File: src/rtl/lof_pkg.sv
// ----------------------------------------------------------------------------
// lof_pkg: shared types and constants of the loose octree cell finder
// Box and result payloads, configuration set, register indexes and the
// command/status bundles between the controller and the datapath.
// ----------------------------------------------------------------------------
package lof_pkg;

  localparam int COORD_BITS = 24;
  localparam int MAX_LEVELS = 12;
  localparam int LEVEL_W    = 4;
  localparam int CELL_W     = 12;
  localparam int DEPTH_W    = 4;
  localparam int REG_IDX_W  = 3;

  // configuration register indexes
  localparam logic [REG_IDX_W-1:0] REG_CUBE_LOW_X = 3'd0;
  localparam logic [REG_IDX_W-1:0] REG_CUBE_LOW_Y = 3'd1;
  localparam logic [REG_IDX_W-1:0] REG_CUBE_LOW_Z = 3'd2;
  localparam logic [REG_IDX_W-1:0] REG_CUBE_SIZE  = 3'd3;
  localparam logic [REG_IDX_W-1:0] REG_MAX_DEPTH  = 3'd4;

  // axis codes
  localparam logic [1:0] AXIS_X = 2'd0;
  localparam logic [1:0] AXIS_Z = 2'd2;

  typedef struct packed {
    logic signed [COORD_BITS-1:0] box_low_x;
    logic signed [COORD_BITS-1:0] box_low_y;
    logic signed [COORD_BITS-1:0] box_low_z;
    logic signed [COORD_BITS-1:0] box_high_x;
    logic signed [COORD_BITS-1:0] box_high_y;
    logic signed [COORD_BITS-1:0] box_high_z;
  } box_t;

  typedef struct packed {
    logic [LEVEL_W-1:0] level;
    logic [CELL_W-1:0]  cell_x;
    logic [CELL_W-1:0]  cell_y;
    logic [CELL_W-1:0]  cell_z;
    logic               outside;
  } cell_t;

  typedef struct packed {
    logic signed [COORD_BITS-1:0] cube_low_x;
    logic signed [COORD_BITS-1:0] cube_low_y;
    logic signed [COORD_BITS-1:0] cube_low_z;
    logic [COORD_BITS-1:0]        cube_size;
    logic [DEPTH_W-1:0]           max_depth;
  } cfg_t;

  typedef struct packed {
    logic       load;
    logic       search;
    logic       set_level;
    logic       div_init;
    logic       div_step;
    logic       store;
    logic       commit;
    logic [1:0] axis;
  } lof_cmd_t;

  typedef struct packed {
    logic search_last;
    logic div_done;
    logic out_free;
  } lof_status_t;

endpackage

File: src/rtl/lof_datapath.sv
// ----------------------------------------------------------------------------
// lof_datapath: level search, shared restoring divider and result register
// Holds the captured box terms, iterates the level test one step a cycle,
// divides one axis at a time and keeps the finished result for transfer.
// ----------------------------------------------------------------------------
module lof_datapath (
  input  logic                clk,
  input  logic                rst,
  input  lof_pkg::lof_cmd_t   cmd,
  output lof_pkg::lof_status_t status,
  input  lof_pkg::box_t       in_data,
  input  lof_pkg::cfg_t       cfg,
  output logic                out_valid,
  input  logic                out_ready,
  output lof_pkg::cell_t      out_data
);
  import lof_pkg::*;

  localparam int EXT_W = COORD_BITS + 1;            // box extent
  localparam int C2_W  = COORD_BITS + 3;            // twice center offset
  localparam int DV_W  = COORD_BITS + 1;            // divisor 2 * size
  localparam int LW    = $clog2(MAX_LEVELS + 1);
  localparam int KW    = $clog2(MAX_LEVELS + 2);
  localparam int QW    = MAX_LEVELS;

  logic signed [EXT_W-1:0] dx, dy, dz, e_max;
  logic signed [C2_W-1:0]  c2_in [3];
  logic [COORD_BITS-1:0]   size_eff;
  logic [DV_W-1:0]         dvs_in;

  logic [DV_W-1:0]         dvs;
  logic [DV_W:0]           t_sh;
  logic                    e_nonpos;
  logic [KW-1:0]           k;
  logic [KW-1:0]           best;
  logic [LW-1:0]           lim;
  logic [LW-1:0]           lvl;
  logic signed [C2_W-1:0]  c2 [3];
  logic [DV_W-1:0]         rem;
  logic [QW-1:0]           q;
  logic [LW-1:0]           cnt;
  logic                    neg;
  logic                    over;
  logic [CELL_W-1:0]       cell_idx [3];
  logic                    outside_acc;

  logic                    pass;
  logic [LW-1:0]           lvl_raw;
  logic [LW-1:0]           lvl_next;
  logic [LW-1:0]           lim_in;
  logic [DV_W:0]           rem2;
  logic                    fit;
  logic [QW-1:0]           top;
  logic signed [C2_W-1:0]  c2_sel;

  always_comb begin
    dx = {in_data.box_high_x[COORD_BITS-1], in_data.box_high_x}
       - {in_data.box_low_x[COORD_BITS-1], in_data.box_low_x};
    dy = {in_data.box_high_y[COORD_BITS-1], in_data.box_high_y}
       - {in_data.box_low_y[COORD_BITS-1], in_data.box_low_y};
    dz = {in_data.box_high_z[COORD_BITS-1], in_data.box_high_z}
       - {in_data.box_low_z[COORD_BITS-1], in_data.box_low_z};
    e_max = dx;
    if (dy > e_max) e_max = dy;
    if (dz > e_max) e_max = dz;

    c2_in[0] = {{3{in_data.box_low_x[COORD_BITS-1]}}, in_data.box_low_x}
             + {{3{in_data.box_high_x[COORD_BITS-1]}}, in_data.box_high_x}
             - {{2{cfg.cube_low_x[COORD_BITS-1]}}, cfg.cube_low_x, 1'b0};
    c2_in[1] = {{3{in_data.box_low_y[COORD_BITS-1]}}, in_data.box_low_y}
             + {{3{in_data.box_high_y[COORD_BITS-1]}}, in_data.box_high_y}
             - {{2{cfg.cube_low_y[COORD_BITS-1]}}, cfg.cube_low_y, 1'b0};
    c2_in[2] = {{3{in_data.box_low_z[COORD_BITS-1]}}, in_data.box_low_z}
             + {{3{in_data.box_high_z[COORD_BITS-1]}}, in_data.box_high_z}
             - {{2{cfg.cube_low_z[COORD_BITS-1]}}, cfg.cube_low_z, 1'b0};

    // a zero cube size counts as one unit
    size_eff = (cfg.cube_size == '0) ? COORD_BITS'(1) : cfg.cube_size;
    dvs_in   = {size_eff, 1'b0};

    if (32'(cfg.max_depth) > MAX_LEVELS) lim_in = LW'(MAX_LEVELS);
    else                                 lim_in = LW'(cfg.max_depth);
  end

  // level test: 2 * size >= e << k
  assign pass = (t_sh <= {1'b0, dvs});
  assign status.search_last = e_nonpos || !pass || (k == KW'(MAX_LEVELS + 1));

  always_comb begin
    if (e_nonpos)         lvl_raw = LW'(MAX_LEVELS);
    else if (best == '0)  lvl_raw = '0;
    else                  lvl_raw = LW'(best - KW'(1));
    lvl_next = (lvl_raw > lim) ? lim : lvl_raw;
  end

  // restoring divider step
  assign rem2 = {rem, 1'b0};
  assign fit  = (rem2 >= {1'b0, dvs});
  assign top  = ~({QW{1'b1}} << lvl);
  assign c2_sel = c2[cmd.axis];
  assign status.div_done = (cnt == lvl);
  assign status.out_free = !out_valid || out_ready;

  always_ff @(posedge clk) begin
    if (cmd.load) begin
      dvs         <= dvs_in;
      e_nonpos    <= e_max[EXT_W-1] || (e_max == '0);
      t_sh        <= {1'b0, e_max[COORD_BITS-1:0], 1'b0};
      k           <= KW'(1);
      best        <= '0;
      lim         <= lim_in;
      c2          <= c2_in;
      outside_acc <= 1'b0;
    end
    if (cmd.search) begin
      if (pass) begin
        best <= k;
        t_sh <= {t_sh[DV_W-1:0], 1'b0};
        k    <= KW'(k + KW'(1));
      end
    end
    if (cmd.set_level) begin
      lvl <= lvl_next;
    end
    if (cmd.div_init) begin
      neg  <= c2_sel[C2_W-1];
      over <= !c2_sel[C2_W-1] && (c2_sel >= $signed({2'b00, dvs}));
      rem  <= c2_sel[DV_W-1:0];
      q    <= '0;
      cnt  <= '0;
    end
    if (cmd.div_step) begin
      rem <= fit ? DV_W'(rem2 - {1'b0, dvs}) : rem2[DV_W-1:0];
      q   <= QW'({q, fit});
      cnt <= LW'(cnt + LW'(1));
    end
    if (cmd.store) begin
      if (neg)       cell_idx[cmd.axis] <= '0;
      else if (over) cell_idx[cmd.axis] <= CELL_W'(top);
      else           cell_idx[cmd.axis] <= CELL_W'(q);
      outside_acc <= outside_acc | neg | over;
    end
    if (cmd.commit) begin
      out_data.level   <= LEVEL_W'(lvl);
      out_data.cell_x  <= cell_idx[0];
      out_data.cell_y  <= cell_idx[1];
      out_data.cell_z  <= cell_idx[2];
      out_data.outside <= outside_acc;
    end
  end

  always_ff @(posedge clk) begin
    if (rst) begin
      out_valid <= 1'b0;
    end else if (cmd.commit) begin
      out_valid <= 1'b1;
    end else if (out_ready) begin
      out_valid <= 1'b0;
    end
  end

endmodule

File: src/rtl/lof_controller.sv
// ----------------------------------------------------------------------------
// lof_controller: sequencer of the loose octree cell finder
// Steps one box through capture, level search, three divisions and
// hand-off to the result register.
// ----------------------------------------------------------------------------
module lof_controller (
  input  logic                 clk,
  input  logic                 rst,
  input  logic                 in_valid,
  output logic                 in_ready,
  output lof_pkg::lof_cmd_t    cmd,
  input  lof_pkg::lof_status_t status
);
  import lof_pkg::*;

  typedef enum logic [2:0] {
    S_IDLE,
    S_SEARCH,
    S_LEVEL,
    S_DIV_INIT,
    S_DIV,
    S_STORE,
    S_OUT
  } state_t;

  state_t     state;
  logic [1:0] axis;

  assign in_ready = (state == S_IDLE);

  always_comb begin
    cmd           = '0;
    cmd.axis      = axis;
    cmd.load      = (state == S_IDLE) && in_valid;
    cmd.search    = (state == S_SEARCH);
    cmd.set_level = (state == S_LEVEL);
    cmd.div_init  = (state == S_DIV_INIT);
    cmd.div_step  = (state == S_DIV) && !status.div_done;
    cmd.store     = (state == S_STORE);
    cmd.commit    = (state == S_OUT) && status.out_free;
  end

  always_ff @(posedge clk) begin
    if (rst) begin
      state <= S_IDLE;
      axis  <= AXIS_X;
    end else begin
      unique case (state)
        S_IDLE: begin
          if (in_valid) state <= S_SEARCH;
        end
        S_SEARCH: begin
          if (status.search_last) state <= S_LEVEL;
        end
        S_LEVEL: begin
          axis  <= AXIS_X;
          state <= S_DIV_INIT;
        end
        S_DIV_INIT: begin
          state <= S_DIV;
        end
        S_DIV: begin
          if (status.div_done) state <= S_STORE;
        end
        S_STORE: begin
          if (axis == AXIS_Z) begin
            state <= S_OUT;
          end else begin
            axis  <= axis + 2'd1;
            state <= S_DIV_INIT;
          end
        end
        S_OUT: begin
          if (status.out_free) state <= S_IDLE;
        end
        default: state <= S_IDLE;
      endcase
    end
  end

endmodule

File: src/rtl/loose_octree_cell_finder.sv
// ----------------------------------------------------------------------------
// loose_octree_cell_finder: insertion level and cell of a box in a loose octree
// Top level: configuration registers, controller and datapath.
// ----------------------------------------------------------------------------
// Usage:
//   Input channel in_valid/in_ready/in_data carries one box (signed 16.8
//   corners). Each transfer yields exactly one result on out_valid/out_ready/
//   out_data: tree level, cell index per axis and the outside flag.
//   Configuration is written through cfg_wr_en/cfg_addr/cfg_wdata, one
//   register per cycle, only while no box is in flight.
// Throughput:
//   One box at a time: it runs through the level test steps, then one
//   division per axis in turn; the shared restoring divider makes one
//   quotient bit per cycle per axis, as many bits as the chosen level.
//   The next box is taken in the cycle after the result loads.
// Stall:
//   The result register holds the last result while the receiver stalls;
//   the next box is taken and processed meanwhile and waits for the register.
// Reset:
//   rst (synchronous) idles the sequencer, drops out_valid and loads the
//   register defaults: cube corner 0, cube size 65536, max depth 8.
// ----------------------------------------------------------------------------
module loose_octree_cell_finder (
  input  logic                              clk,
  input  logic                              rst,
  input  logic                              in_valid,
  output logic                              in_ready,
  input  lof_pkg::box_t                     in_data,
  output logic                              out_valid,
  input  logic                              out_ready,
  output lof_pkg::cell_t                    out_data,
  input  logic                              cfg_wr_en,
  input  logic [lof_pkg::REG_IDX_W-1:0]     cfg_addr,
  input  logic [lof_pkg::COORD_BITS-1:0]    cfg_wdata
);
  import lof_pkg::*;

  cfg_t        cfg;
  lof_cmd_t    cmd;
  lof_status_t status;

  // configuration registers; unknown indexes are dropped
  always_ff @(posedge clk) begin
    if (rst) begin
      cfg.cube_low_x <= '0;
      cfg.cube_low_y <= '0;
      cfg.cube_low_z <= '0;
      cfg.cube_size  <= COORD_BITS'(65536);
      cfg.max_depth  <= DEPTH_W'(8);
    end else if (cfg_wr_en) begin
      unique case (cfg_addr)
        REG_CUBE_LOW_X: cfg.cube_low_x <= cfg_wdata;
        REG_CUBE_LOW_Y: cfg.cube_low_y <= cfg_wdata;
        REG_CUBE_LOW_Z: cfg.cube_low_z <= cfg_wdata;
        REG_CUBE_SIZE:  cfg.cube_size  <= cfg_wdata;
        REG_MAX_DEPTH:  cfg.max_depth  <= cfg_wdata[DEPTH_W-1:0];
        default: ;
      endcase
    end
  end

  // sequencer: capture, search, divide each axis, hand off
  lof_controller u_ctrl (
    .clk      (clk),
    .rst      (rst),
    .in_valid (in_valid),
    .in_ready (in_ready),
    .cmd      (cmd),
    .status   (status)
  );

  // arithmetic and result register
  lof_datapath u_dp (
    .clk       (clk),
    .rst       (rst),
    .cmd       (cmd),
    .status    (status),
    .in_data   (in_data),
    .cfg       (cfg),
    .out_valid (out_valid),
    .out_ready (out_ready),
    .out_data  (out_data)
  );

  // a transfer in starts work: the sequencer is busy on the next cycle
  assert property (@(posedge clk) disable iff (rst)
    (in_valid && in_ready) |=> !in_ready)
    else $error("input taken while a box is in work");

  // the level never exceeds the depth limit
  assert property (@(posedge clk) disable iff (rst)
    out_valid |-> (32'(out_data.level) <= 32'(cfg.max_depth)))
    else $error("level above max_depth");

  // every cell index lies inside the grid of its level
  assert property (@(posedge clk) disable iff (rst)
    out_valid |-> (((32'(out_data.cell_x) | 32'(out_data.cell_y)
                     | 32'(out_data.cell_z)) >> out_data.level) == 0))
    else $error("cell index beyond grid");

endmodule

File: config.mk
export PLATFORM = sky130hd
export DESIGN_NAME = loose_octree_cell_finder
export DESIGN_NICKNAME = d
export VERILOG_FILES = /design/src/rtl/lof_pkg.sv /design/src/rtl/lof_datapath.sv /design/src/rtl/lof_controller.sv /design/src/rtl/loose_octree_cell_finder.sv
export SDC_FILE = /design/constraint.sdc
export NUM_CORES = 1
export LEC_CHECK = 0
export BUFFER_PORTS_ARGS = -buffer_cell sky130_fd_sc_hd__clkbuf_2
export CAP_MARGIN = 20
export CORE_ASPECT_RATIO = 0.7
export CORE_MARGIN = 3
export CORE_UTILIZATION = 51
export CTS_BUF_LIST = sky130_fd_sc_hd__clkbuf_2 sky130_fd_sc_hd__clkbuf_4 sky130_fd_sc_hd__clkbuf_8
export DETAILED_ROUTE_END_ITERATION = 8
export GPL_TIMING_DRIVEN = 0
export PLACE_DENSITY = 0.69
export SYNTH_ARGS = -nofsm -noshare
export SYNTH_HDL_FRONTEND = slang
export SYNTH_HIERARCHICAL = 1
export SYNTH_SLANG_ARGS = --single-unit
File: constraint.sdc
create_clock -name clk -period 6.1 [get_ports clk]
set_input_delay 0 -clock clk [delete_from_list [all_inputs] [get_ports clk]]
set_output_delay 0 -clock clk [all_outputs]
set_load 0.01 [all_outputs]
==> flow_metrics.tcl, run 1 <==
set metrics [dict create \
    status "complete, but fails checks" \
    violations "setup timing" \
    ys_types 95 \
    synth_nets 3427 \
    crit_type "input pin to flip-flop" \
    worst-slew-pin-transition_ps 1080 \
    hold_path_class "input pin to flip-flop" \
    grt_setup_unrepaired "yes" \
    clk_latency_ps 710 \
    drive_gt1_share_pct 17.5 \
    synth_seq_cells 372 \
    hold_viol 0 \
    synth_ff_type "edfxtp_1" \
    end_kind "flip-flop" \
    yosysMostFrequentCell "inv_1" \
    finalCritPeriodShare_pct 117 \
    p_leak_nw 14.9 \
    wl_mm 89.2 \
    critPathRequiredTime_ps 6570 \
    clock_sinks 372 \
    placeableCoreArea_um2 52700 \
    wl_per_cell_um 21.9 \
    drv_cap 0 \
    worstPathArrival_ps 7580 \
    crit_end "u_dp/e_nonpos$_DFFE_PP_" \
    period_needed_ps 7110 \
    cp_slowest_cell "fa_2" \
    io_pins 219 \
    rows 70 \
    first_iter_violations 2506 \
    power_density_nw_per_um2 359 \
    drc_errors 0 \
    r2r-end "u_dp/over$_DFFE_PP_" \
    gp_congestion 0.970 \
    cpPeakStageDelay_ps 430 \
    path_common_cell "ha_4" \
    synth.area.top_cells "edfxtp_1, ha_1, dfxtp_1" \
    clkTransAtPathRegs_ps 70 \
    clockBufferDepth 3 \
    ir_drop_mv 0.206 \
    drv_slew 0 \
    vias_per_cell 5.75 \
    cts_tree "yes" \
    async_reset_ff_share_pct 0 \
    highest_layer "met4" \
    synth-edff-count 232 \
    grt_overflow_total 0 \
    grt_max_degree 67 \
    synth_area_per_cell_um2 9.47 \
    cts_made_buffers 61 \
    fin_util_pct 62.3 \
    synthCells 2900 \
    clock.fmax_mhz 141 \
    setup_violations 25 \
    start_kind "input pin" \
    relSlewSlack_pct 27.0 \
    crit_start "in_data[48]" \
    r2r-start "u_ctrl/axis[1]$_SDFFE_PP0P_" \
    firstDrtPassIters 6 \
    route.layer.met1.wl_mm 40.9 \
    dp_hpwl_mm 70.2 \
    yosys-top-cells-count "inv_1, ha_1, edfxtp_1" \
    start_util_pct 52.1 \
    layout.nets 3818 \
    ant_nets 0 \
    hp-start "in_data[49]" \
    area_growth_syn_to_layout_pct 19.6 \
    rr_worst_depth 21 \
    fin_skew_ps 57.5 \
    vias 23400 \
    worstPathMaxFanout 5 \
    yosys_warnings 6 \
    antenna_found_initial 3 \
    die_h_um 200 \
    dr_wl_met2_mm 36.7 \
    yosysTopAreaCellShare_pct 25.4 \
    setup_ws_ps -1010 \
    grt_pass1_vias 22700 \
    yosysTopAreaCell "edfxtp_1" \
    die_area_um2 56700 \
    wl_met3_mm 9.44 \
    dieWidth_um 283 \
    yosysSeqAreaShare_pct 35.6 \
    io_buffer_count 218 \
    syn_area_um2 27500 \
    track_usage_pct 30.6 \
    reg2reg_slack_ps 600 \
    cts-root-buf "clkbuf_8" \
    htreeDepth 2 \
    whs_ps 46.4 \
    grt_pass1_wl_mm 133 \
]
==> state kept, by name, indices dropped and copies added, names as in the netlist, 12 cells and up <==
register,cells
u_dp/rem,25
u_dp/dvs,24
cfg,100
u_dp/t_sh,26
u_dp/out_data,41
u_dp/q,12
u_dp/c2,78
u_dp/cell_idx,36
==> placed cells by master, fill, tap and decap left out, types with 74 or more instances in the layout <==
master    Yosys  routed
nor2_1      170     165
fa_1         76      74
nand2b_1    151     151
inv_1       398     388
nand2_1     169     155
xnor2_1      93      87
ha_1        275     261
clkbuf_2      1     217
a21oi_1     163     154
mux2i_1     175     165
dfxtp_1     140     140
edfxtp_1    232     232
o21ai_0     159     138
==> worst min-delay path by stage <==
stage,end,cells after the start
after floorplan,u_ctrl/axis[0]$_SDFFE_PP0P_,1
after global routing,u_dp/c2[55]$_DFFE_PP_,5
after detailed placement,u_dp/out_valid$_SDFFE_PP0P_,2
final,u_dp/c2[55]$_DFFE_PP_,5
after global placement,u_ctrl/axis[0]$_SDFFE_PP0P_,2
after CTS,u_dp/c2[55]$_DFFE_PP_,5
==> area by class of cell <==
type                            instances  area [µm²]
Clock inverter                         19         149
Buffer                                 96         507
Multi-Input combinational cell       2032       16600
Timing Repair Buffer                  330        2230
Tap cell                              720         901
Antenna cell                            1        2.50
Inverter                              398        1510
Clock buffer                           97        1160
Sequential cell                       372        9770
Fill cell                            4473       19900
==> power by group <==
group          total, mW  internal [mW]  switching [mW]
Combinational       5.94           2.49            3.45
Clock               2.37           1.29            1.08
Sequential          3.50           3.24           0.258
Total               11.8           7.03            4.78
==> through the flow <==
step           std cells  TNS (ps)  area, µm²  setup slack, ps  power, mW
2_1_floorplan       2900      -241      27600             -241       6.72
3_3_place_gp        3838    -47120      29600            -2710       8.04
3_5_place_dp        3841    -45210      29600            -2750       8.16
4_1_cts             4051     -3060      32400             -569       11.3
5_1_grt             4064    -18330      32900            -1180       12.4
6_report            4065    -14530      32900            -1010       11.8
==> logic make-up (layout without fill, tap and decap cells) <==
family	Yosys count	after routing	share of synthesized area, %
AOI/OAI and AO/OA	587	588	13.6
xor gates and xnor gates	140	140	4.49
adders and majority gates	352	352	18.1
buffers and inverters	497	940	7.04
DFF	372	372	35.6
muxes	184	184	6.85
other	0	1	0
and+or+nand+nor	768	768	14.4
==> per-layer routing <==
layer  track usage (%)  vias up
met1              45.7    11300
met4              7.42        0
li1                  -    10900
met2              44.8     1074
met3              6.80      136
met5                 0        -
==> worst max-delay path: cells and delay by family <==
kind,cells,cell delay [ps]
compound gates,15,2870
simple gates,12,2460
fa+ha+maj,4,1080
buf+inv,7,680
mux,1,280
xor+xnor,1,160
==> timing repair <==
item,CTS,global route
resized for setup,148,74
setup buffers,50,17
endpoints found under the setup margin,25,27
cloned,5,0
hold endpoints to repair,139,0
pin swaps,60,56
hold buffers,40,0
Note: power is estimated with default switching activity, not from simulation.
==> inputs of run 2 (changes only) <==
--- a/config.mk
+++ b/config.mk
@@ -14,6 +14,8 @@
 export DETAILED_ROUTE_END_ITERATION = 8
 export GPL_TIMING_DRIVEN = 0
 export PLACE_DENSITY = 0.69
+export RECOVER_POWER = 100
+export SKIP_CTS_REPAIR_TIMING = 1
 export SYNTH_ARGS = -nofsm -noshare
 export SYNTH_HDL_FRONTEND = slang
 export SYNTH_HIERARCHICAL = 1
==> flow_metrics.tcl, run 2 (synthesis results as in run 1) <==
set metrics [dict create \
    placeableCoreArea_um2 52700 \
    fin_total_pwr_mw 11.4 \
    start_util_pct 52.1 \
    clkTransAtPathRegs_ps 70 \
    io_pins 219 \
    power_density_nw_per_um2 353 \
    fin_util_pct 61.1 \
    cts_tree "yes" \
    grt_pass1_wl_mm 129 \
    top_register "cfg" \
    drv_cap 3 \
    violations "capacitance limit, slew limit, setup timing" \
    firstDrtPassIters 5 \
    clock_sinks 372 \
    cpPeakStageDelay_ps 490 \
    first_iter_violations 2316 \
    die_h_um 200 \
    worstPathMaxFanout 8 \
    start_kind "input pin" \
    ant_nets 0 \
    drive_gt1_share_pct 14.8 \
    cts_made_buffers 61 \
    io_buffer_count 218 \
    fin_skew_ps 58.2 \
    drc_errors 0 \
    die_area_um2 56700 \
    grt_setup_unrepaired "yes" \
    wl_mm 88.2 \
    drv_slew 123 \
    grt_pass1_vias 22100 \
    vias 23200 \
    rows 70 \
    mostFrequentLayoutCell "inv_1" \
    clk_latency_ps 710 \
    setup_ws_ps -1120 \
    largestRegisters "cfg x100, u_dp/c2 x78, u_dp/out_data x41" \
    largest_reg_flops 100 \
    hold_viol 0 \
    dp_hpwl_mm 70.2 \
    cp_slowest_cell "o21ai_0" \
    layout.nets 3781 \
    reg2reg_slack_ps 220 \
    setup_tns_ps -13660 \
    cts-root-buf "clkbuf_8" \
    finalCritPeriodShare_pct 118 \
    clockBufferDepth 3 \
    area_growth_syn_to_layout_pct 17.3 \
    track_usage_pct 29.7 \
    worstPathArrival_ps 7690 \
    relSlewSlack_pct -132 \
    p_leak_nw 14.5 \
    gp_congestion 0.970 \
    end_kind "flip-flop" \
    vias_per_cell 5.75 \
    antenna_found_initial 2 \
    crit_type "input pin to flip-flop" \
    ir_drop_mv 0.202 \
    hold_path_class "input pin to flip-flop" \
    layout_common_cells "inv_1, ha_1, edfxtp_1" \
    critPathRequiredTime_ps 6570 \
    setup_violations 25 \
    grt_max_degree 67 \
    period_needed_ps 7220 \
    dieWidth_um 283 \
    wl_per_cell_um 21.9 \
    htreeDepth 2 \
    status "complete, but fails checks" \
    grt_overflow_total 0 \
    worst-slew-pin-transition_ps 3470 \
    clock.fmax_mhz 139 \
]
## run 2: cell count changes in the layout (fill, tap and decap cells not counted), sizes merged
cell	previous run	this run
dlygate4sd3	40	29
clkbuf	388	394
clkdlybuf4s15	1	0
diode	1	3
buf	94	63
## run 2: power by group
part / switching, mW / total [mW] / internal [mW]
Sequential: 0.256 / 3.51 / 3.25
Combinational: 3.27 / 5.51 / 2.24
Clock: 1.08 / 2.38 / 1.29
Total: 4.61 / 11.4 / 6.78
## run 2: metal layers
layer	global-route usage [%]	up-vias	part of all wire [%]
li1	-	10800	-
met1	45.2	11300	46
met2	43.3	957	41
met3	5.97	124	10
met4	6.86	0	2.4
met5	0	-	0
## run 2: layout make-up
type                    instances  area (µm²)
diodes                          3        7.51
plain buffers                  98         508
clock buffers                  97        1160
clock inverters                19         149
fillers                      4593       20500
inverters                     398        1500
multi-input cells            2032       16500
flip-flops and latches        372        9770
well taps                     720         901
repair buffers                291        1750
## run 2: worst paths after layout
kind,start,to,depth (start not counted)
worst max-delay path,in_data[126],u_dp/e_nonpos$_DFFE_PP_,34
worst min-delay path,in_data[72],u_dp/c2[3]$_DFFE_PP_,6
worst max register to register,u_ctrl/axis[1]$_SDFFE_PP0P_,u_dp/over$_DFFE_PP_,21
worst min register to register,u_dp/cell_idx[1][8]$_DFFE_PP_,u_dp/out_data[21]$_DFFE_PP_,0
## run 2: critical path, delay by kind of cell
family          cells  cell delay (ps)
compound gates     14             3120
xor+xnor            1              170
fa+ha+maj           3              960
buf+inv             6              730
mux                 1              470
simple gates        9             2210
## run 2: per-stage QoR
stage / worst slack [ps] / area (µm²) / hold slack (ps) / cells
detailed placement: -2750 / 29600 / 312 / 3841
global placement: -2710 / 29600 / 295 / 3838
CTS: -2110 / 30900 / -395 / 3957
finish: -1120 / 32200 / 7.15 / 4030
global route: -1220 / 32200 / 9.69 / 4027
floorplan: -241 / 27600 / 68.9 / 2900
